==> src/hw/rtl/xcs_pkg.sv <==
// package for the xmodem checksum sender
// frame characters, buffer geometry, op and phase codes and limits; no dependencies

package xcs_pkg;

   localparam int BLOCK_BYTES = 128;
   localparam int ADDR_W      = $clog2(BLOCK_BYTES);
   localparam int CNT_W       = $clog2(BLOCK_BYTES + 4);

   localparam logic [CNT_W-1:0] FRAME_LAST = CNT_W'(BLOCK_BYTES + 3);
   localparam logic [CNT_W-1:0] DATA_START = CNT_W'(3);
   localparam logic [CNT_W-1:0] FILL_FULL  = CNT_W'(BLOCK_BYTES);

   localparam logic [7:0] CH_SOH = 8'h01;
   localparam logic [7:0] CH_NAK = 8'h15;
   localparam logic [7:0] CH_ACK = 8'h06;
   localparam logic [7:0] CH_EOT = 8'h04;

   localparam logic [1:0] OP_RX      = 2'd0;
   localparam logic [1:0] OP_TIMEOUT = 2'd1;
   localparam logic [1:0] OP_FILE    = 2'd2;
   localparam logic [1:0] OP_SLOT    = 2'd3;

   localparam logic [2:0] PH_WAIT_START = 3'd0;
   localparam logic [2:0] PH_FILL       = 3'd1;
   localparam logic [2:0] PH_SEND       = 3'd2;
   localparam logic [2:0] PH_WAIT_ACK   = 3'd3;
   localparam logic [2:0] PH_EOT        = 3'd4;
   localparam logic [2:0] PH_FINAL      = 3'd5;
   localparam logic [2:0] PH_DONE       = 3'd6;

   localparam logic [1:0]  EOT_REPEAT = 2'd3;
   localparam logic [15:0] RETRY_MAX  = 16'hFFFF;

endpackage

==> src/hw/rtl/xmodem_checksum_sender_unit.sv <==
// xmodem sender with 8-bit checksum, top level
// block buffer memory, transfer control and output register; uses xcs_pkg
//
// One request per cycle while the result side takes results, one result per
// request. The frame data byte for a request is fetched from the synchronous
// block buffer memory at the same edge that takes the request; the request
// is then held in the update stage and its result is written into the output
// register. The output register lets the next request enter while a result
// waits; a stalled result stalls the update stage and then the request side.

module xmodem_checksum_sender_unit
   import xcs_pkg::*;
(
   input  logic        clock,
   input  logic        reset,
   input  logic        req_tvalid,
   output logic        req_tready,
   input  logic [15:0] req_tdata,  // rx_byte[7:0], file_byte[15:8]
   input  logic [1:0]  req_tuser,  // op[1:0]
   input  logic        req_tlast,  // file_last
   output logic        rsp_tvalid,
   input  logic        rsp_tready,
   output logic [31:0] rsp_tdata,  // tx_byte[7:0], want_data[8], phase[11:9],
                                   // retries[27:12], done_res[28], zero[31:29]
   output logic        rsp_tuser,  // tx_valid
   output logic        rsp_tlast   // tx_frame_end
);

   logic [7:0]       buf_mem [BLOCK_BYTES];
   logic [7:0]       rd_data_ff;

   logic [2:0]       phase_ff, phase_in;
   logic [CNT_W-1:0] fill_count_ff, fill_count_in;
   logic [CNT_W-1:0] send_pos_ff, send_pos_in;
   logic [7:0]       block_num_ff, block_num_in;
   logic [7:0]       checksum_ff, checksum_in;
   logic             file_fin_ff, file_fin_in;
   logic [1:0]       eot_count_ff, eot_count_in;
   logic [15:0]      retry_ff, retry_in;

   logic             x_valid_ff;
   logic [1:0]       x_op_ff;
   logic [7:0]       x_rx_ff;
   logic [7:0]       x_fb_ff;
   logic             x_last_ff;

   logic             rsp_valid_ff;
   logic [31:0]      rsp_data_ff;
   logic             rsp_user_ff;
   logic             rsp_last_ff;

   logic             out_free;
   logic             exec;
   logic             accept;
   logic             wr_en;
   logic [ADDR_W-1:0] wr_addr;
   logic [ADDR_W-1:0] rd_addr;
   logic [CNT_W-1:0] data_idx;
   logic [CNT_W-1:0] fill_next;
   logic [1:0]       eot_next;
   logic             tx_valid;
   logic [7:0]       tx_byte;
   logic             tx_end;
   logic [7:0]       frame_byte;

   assign out_free   = !rsp_valid_ff || rsp_tready;
   assign exec       = x_valid_ff && out_free;
   assign req_tready = !x_valid_ff || out_free;
   assign accept     = req_tvalid && req_tready;

   // data index for the current and for the next request
   assign data_idx = send_pos_ff - DATA_START;
   assign rd_addr  = ADDR_W'(send_pos_in - DATA_START);
   assign wr_addr  = fill_count_ff[ADDR_W-1:0];
   assign fill_next = fill_count_ff + CNT_W'(1);
   assign eot_next  = eot_count_ff + 2'd1;

   always_comb begin
      if (send_pos_ff == CNT_W'(0)) begin
         frame_byte = CH_SOH;
      end else if (send_pos_ff == CNT_W'(1)) begin
         frame_byte = block_num_ff;
      end else if (send_pos_ff == CNT_W'(2)) begin
         frame_byte = ~block_num_ff;
      end else if (send_pos_ff >= FRAME_LAST) begin
         frame_byte = checksum_ff;
      end else if (data_idx < fill_count_ff) begin
         frame_byte = rd_data_ff;
      end else begin
         frame_byte = 8'h00;
      end
   end

   always_comb begin
      phase_in      = phase_ff;
      fill_count_in = fill_count_ff;
      send_pos_in   = send_pos_ff;
      block_num_in  = block_num_ff;
      checksum_in   = checksum_ff;
      file_fin_in   = file_fin_ff;
      eot_count_in  = eot_count_ff;
      retry_in      = retry_ff;
      wr_en         = 1'b0;
      tx_valid      = 1'b0;
      tx_byte       = 8'h00;
      tx_end        = 1'b0;
      if (exec) begin
         case (phase_ff)
            PH_WAIT_START: begin
               if (x_op_ff == OP_RX && x_rx_ff == CH_NAK) begin
                  fill_count_in = '0;
                  checksum_in   = 8'h00;
                  phase_in      = PH_FILL;
               end
            end
            PH_FILL: begin
               if (x_op_ff == OP_FILE && fill_count_ff < FILL_FULL) begin
                  wr_en         = 1'b1;
                  fill_count_in = fill_next;
                  checksum_in   = checksum_ff + x_fb_ff;
                  if (x_last_ff) begin
                     file_fin_in = 1'b1;
                  end
                  if (x_last_ff || fill_next >= FILL_FULL) begin
                     send_pos_in = '0;
                     phase_in    = PH_SEND;
                  end
               end
            end
            PH_SEND: begin
               if (x_op_ff == OP_SLOT) begin
                  tx_valid = 1'b1;
                  tx_byte  = frame_byte;
                  if (send_pos_ff >= FRAME_LAST) begin
                     tx_end   = 1'b1;
                     phase_in = PH_WAIT_ACK;
                  end else begin
                     send_pos_in = send_pos_ff + CNT_W'(1);
                  end
               end else if (x_op_ff == OP_TIMEOUT ||
                            (x_op_ff == OP_RX && x_rx_ff != CH_ACK)) begin
                  if (retry_ff != RETRY_MAX) begin
                     retry_in = retry_ff + 16'd1;
                  end
                  send_pos_in = '0;
                  phase_in    = PH_SEND;
               end
            end
            PH_WAIT_ACK: begin
               if (x_op_ff == OP_RX && x_rx_ff == CH_ACK) begin
                  block_num_in = block_num_ff + 8'd1;
                  if (file_fin_ff) begin
                     eot_count_in = 2'd0;
                     phase_in     = PH_EOT;
                  end else begin
                     fill_count_in = '0;
                     checksum_in   = 8'h00;
                     phase_in      = PH_FILL;
                  end
               end else if (x_op_ff == OP_RX || x_op_ff == OP_TIMEOUT) begin
                  if (retry_ff != RETRY_MAX) begin
                     retry_in = retry_ff + 16'd1;
                  end
                  send_pos_in = '0;
                  phase_in    = PH_SEND;
               end
            end
            PH_EOT: begin
               if (x_op_ff == OP_SLOT) begin
                  tx_valid     = 1'b1;
                  tx_byte      = CH_EOT;
                  tx_end       = 1'b1;
                  eot_count_in = eot_next;
                  if (eot_next >= EOT_REPEAT) begin
                     phase_in = PH_FINAL;
                  end
               end
            end
            PH_FINAL: begin
               if (x_op_ff == OP_RX || x_op_ff == OP_TIMEOUT) begin
                  phase_in = PH_DONE;
               end
            end
            default: begin
               phase_in = PH_DONE;
            end
         endcase
      end
   end

   // block buffer: written while filling, read when a request is taken
   always_ff @(posedge clock) begin
      if (wr_en) begin
         buf_mem[wr_addr] <= x_fb_ff;
      end
      if (accept) begin
         rd_data_ff <= buf_mem[rd_addr];
      end
   end

   always_ff @(posedge clock) begin
      if (reset) begin
         phase_ff      <= PH_WAIT_START;
         fill_count_ff <= '0;
         send_pos_ff   <= '0;
         block_num_ff  <= 8'd1;
         checksum_ff   <= 8'h00;
         file_fin_ff   <= 1'b0;
         eot_count_ff  <= 2'd0;
         retry_ff      <= 16'd0;
         x_valid_ff    <= 1'b0;
         rsp_valid_ff  <= 1'b0;
      end else begin
         phase_ff      <= phase_in;
         fill_count_ff <= fill_count_in;
         send_pos_ff   <= send_pos_in;
         block_num_ff  <= block_num_in;
         checksum_ff   <= checksum_in;
         file_fin_ff   <= file_fin_in;
         eot_count_ff  <= eot_count_in;
         retry_ff      <= retry_in;
         if (req_tready) begin
            x_valid_ff <= req_tvalid;
         end
         if (exec) begin
            rsp_valid_ff <= 1'b1;
         end else if (rsp_tready) begin
            rsp_valid_ff <= 1'b0;
         end
      end
   end

   always_ff @(posedge clock) begin
      if (accept) begin
         x_op_ff   <= req_tuser;
         x_rx_ff   <= req_tdata[7:0];
         x_fb_ff   <= req_tdata[15:8];
         x_last_ff <= req_tlast;
      end
      if (exec) begin
         rsp_data_ff <= {3'b000, phase_in == PH_DONE, retry_in, phase_in,
                         phase_in == PH_FILL, tx_byte};
         rsp_user_ff <= tx_valid;
         rsp_last_ff <= tx_end;
      end
   end

   assign rsp_tvalid = rsp_valid_ff;
   assign rsp_tdata  = rsp_data_ff;
   assign rsp_tuser  = rsp_user_ff;
   assign rsp_tlast  = rsp_last_ff;

endmodule
==> config.mk <==
export PLATFORM = sky130hd
export DESIGN_NAME = xmodem_checksum_sender_unit
export DESIGN_NICKNAME = d
export VERILOG_FILES = /design/src/hw/rtl/xcs_pkg.sv /design/src/hw/rtl/xmodem_checksum_sender_unit.sv
export SDC_FILE = /design/constraint.sdc
export NUM_CORES = 2
export LEC_CHECK = 0
export ABC_AREA = 1
export BUFFER_PORTS_ARGS = -buffer_cell sky130_fd_sc_hd__buf_2
export CAP_MARGIN = 20
export CORE_MARGIN = 2
export CORE_UTILIZATION = 45
export CTS_BUF_LIST = sky130_fd_sc_hd__clkbuf_4
export CTS_CLUSTER_SIZE = 10
export DETAILED_ROUTE_END_ITERATION = 16
export SYNTH_ARGS = -nofsm -noshare
export SYNTH_HDL_FRONTEND = slang
export SYNTH_SLANG_ARGS = --single-unit
==> constraint.sdc <==
create_clock -name clock -period 4.3 [get_ports clock]
set_clock_uncertainty 0.15 [all_clocks]
set_input_delay 0 -clock clock [delete_from_list [all_inputs] [get_ports clock]]
set_output_delay 0 -clock clock [all_outputs]
set_load 0.01 [all_outputs]
==> reports/qor.yml <==
final-seq-area_sq_um: 33600
ys_ff_latch: 1138
max_stage_delay_ns: 0.38
synthDistinctLibCells: 55
grt_pass1_wl_mm: 203
irDropWorstVdd_v: 0.000236
first_global_vias: 33100
htreeDepth: 5
critical_path_required_ns: 5.00
gp_congestion: 0.912
cp_cell_sequence: "nand2_1, nor2_2, nand3_1, nand4_1, nand2_2, o21bai_2, nand2_1, ha_4, inv_8, buf_4, nand3_1, nand3_1, nand3_1, nand3_1, nand3_1, nand3_1, nand2_1"
layout_commonest_cell: "nand3_1"
p_per_area_nw_per_um2: 397
cts_made_buffers: 311
finalHoldViolCount: 0
fp-row-count: 120
wl_per_cell_um: 22.5
crit_top_cell: "nand3_1"
synth_top_area_share_pct: 67.4
cts_tree: "yes"
fin_cells: 6038
slew_violations: 0
p_total_mw: 21.6
p_comb_share_pct: 1.6
ys_async_sr_fraction_pct: 0
vias_per_cell: 5.67
vias: 34200
startpoint: "fill_count_ff[3]"
switching_share_pct: 21.0
synth_area_leader_cell: "edfxtp_1"
cp.arrival_ns: 4.83
cp_top_family: "simple AND/OR/NAND/NOR gates"
grt_max_degree: 177
grt_setup_unrepaired: "false"
dp_hpwl_mm: 75.0
clk_latency_ns: 1.11
fin_ws_ns: 0.179
nNetsFinal: 4497
maxCapViolCount: 0
syn_area_per_cell_sq_um: 11.5
worst_pin_slew_ns: 1.05
post-place-ws_ns: 0.157
ioPinCount: 59
syn_inst: 4192
r2r_start: "fill_count_ff[3]"
yosys_warnings: 0
min-delay-start: "req_tdata[0]"
yosys-top-cells-area: "edfxtp_1, nand3_1, nand2_1"
slew-limit-headroom_pct: 30.1
fin_crit_sh_pct: 95.8
final_layout_size_suffix_gt1_share_pct: 14.5
die-area_sq_um: 110000
dp_cells: 5472
ys.flop_type: "edfxtp_1"
antenna_found_initial: 2
slowest_stage: "dfxtp_1"
status: "finished clean"
hold_path.class: "in2reg"
worstSetupPathType: "reg2reg"
synth_seq_area_share_pct: 69.8
clockBufferDepth: 4
ant_nets: 0
intPower_mw: 17.0
p_clk_share_pct: 42.0
path_buf_inv: 2
fin_setup_tns_ns: 0
final_cell_mix: "nand3_1, edfxtp_1, nand2_1"
p_switching_mw: 4.54
fin_crit_ns: 4.12
core_sq_um: 107000
setup_viol: 0
syn-cell-area_sq_um: 48200
die_h_um: 331
clkSinkCount: 1138
drt-initial-drc-count: 3584
io_buffer_count: 55
power_frac_seq_pct: 56.4
start_util_pct: 45.2
p_leak_nw: 19.1
synthToLayoutAreaGrowth_pct: 12.7
worst_setup_path_end_kind: "flop"
die_w_um: 331
grt_overflow: 0
cts_root_buffer: "clkbuf_4"
multiInputGateArea_sq_um: 12800
timing.fmax_mhz: 243
grt_usage_pct: 24.6
nFillCells: 9482
synth_edf_count: 1082
drc_errors: 0
dr.pass1.iters: 6
start_kind: "flop"
clk_pin_slew_worst_paths_ns: 0.06
wirelength_mm: 136
crit_fanout: 25
==> flip-flops by register name, indices dropped and copies added, names as in the netlist, 2 cells and up <==
signal         count
send_pos_ff        8
eot_count_ff       2
fill_count_ff      8
x_fb_ff            8
block_num_ff       8
buf_mem         1024
x_rx_ff            8
phase_ff           3
rd_data_ff         8
retry_ff          16
x_op_ff            2
rsp_tdata         29
checksum_ff        8
==> power groups by stage <==
stage          sequential (mW)  combinational (mW)  clock (mW)
3_3_place_gp              12.4               0.286           0
2_1_floorplan             12.5              0.0365           0
5_1_grt                   12.2               0.362        9.79
3_5_place_dp              12.4               0.291           0
6_report                  12.2               0.340        9.06
4_1_cts                   12.2               0.338        9.25
==> worst reg2reg max path, cell delays in order, from the launching register on <==
cell,delay [ns]
dfxtp_1,0.38
nand2_1,0.14
nor2_2,0.22
nand3_1,0.13
nand4_1,0.19
nand2_2,0.14
o21bai_2,0.18
nand2_1,0.17
ha_4,0.36
inv_8,0.24
buf_4,0.37
nand3_1,0.18
nand3_1,0.12
nand3_1,0.17
nand3_1,0.26
nand3_1,0.22
nand3_1,0.18
nand2_1,0.07
==> path summary, 6_finish.rpt <==
kind	depth (start not counted)	slack, ns	to
max	17	0.18	rd_data_ff[2]
min	3	0.14	x_rx_ff[0]
max reg2reg	17	0.18	rd_data_ff[2]
min reg2reg	2	0.33	eot_count_ff[1]
==> cell type report <==
type                       count  area share (%)
tap                         1403            3.23
sequential                  1138            61.9
clock buffer                 437            6.04
inverter                     113           0.800
multi-input combinational   2663            23.6
timing repair buffer         223            3.82
antenna                        5          0.0230
clock inverter                56           0.555
==> Yosys cell counts, drive strengths merged (4+ instances only) <==
cell and count:
nand3 1442, edfxtp 1082, nand2 795, nor2 211, buf 157, clkbuf 123, inv 111, dfxtp 56
a21oi 47, o21ai 35, nor3 28, ha 23, xor2 20, nand4 15, a211oi 7, a31oi 5
and2 4
==> cell families (layout without fill, tap and decap cells) <==
logic type	count (synthesis)	count (layout)	share of synthesized area (%)
and+or+nand+nor	2503	2503	23.9
DFF	1138	1138	69.8
buffers and inverters	393	829	3.83
AOI/OAI and AO/OA	110	110	1.35
adders and majority gates	24	24	0.639
xor gates and xnor gates	23	23	0.543
other	1	8	0.00778
==> per-layer routing <==
layer | share of wire (%) | vias up | track usage, %
met2 | 47 | 1466 | 39.0
met5 | 0 | - | 0
li1 | - | 15800 | -
met4 | 3.2 | 0 | 10.3
met3 | 7.7 | 275 | 4.81
met1 | 42 | 16700 | 33.4
==> stage by stage <==
stage | hold WS (ns) | util (%) | cell area, sq um
after floorplan | -0.0511 | - | 48200
after global placement | 0.0297 | 46.9 | 50000
after detailed placement | 0.0292 | 46.9 | 50000
after CTS | 0.00243 | 50.9 | 54200
after global routing | 0.0784 | 50.9 | 54300
final | 0.143 | 50.9 | 54300
==> what timing repair did <==
item                       4_1_cts  5_1_grt
hold buffers                    66        0
hold endpoints to repair       141        0
setup buffers                    0        2
setup endpoints to repair        0        8
gates resized for setup          0        4
No activity file was read; power rests on OpenSTA's default activity.
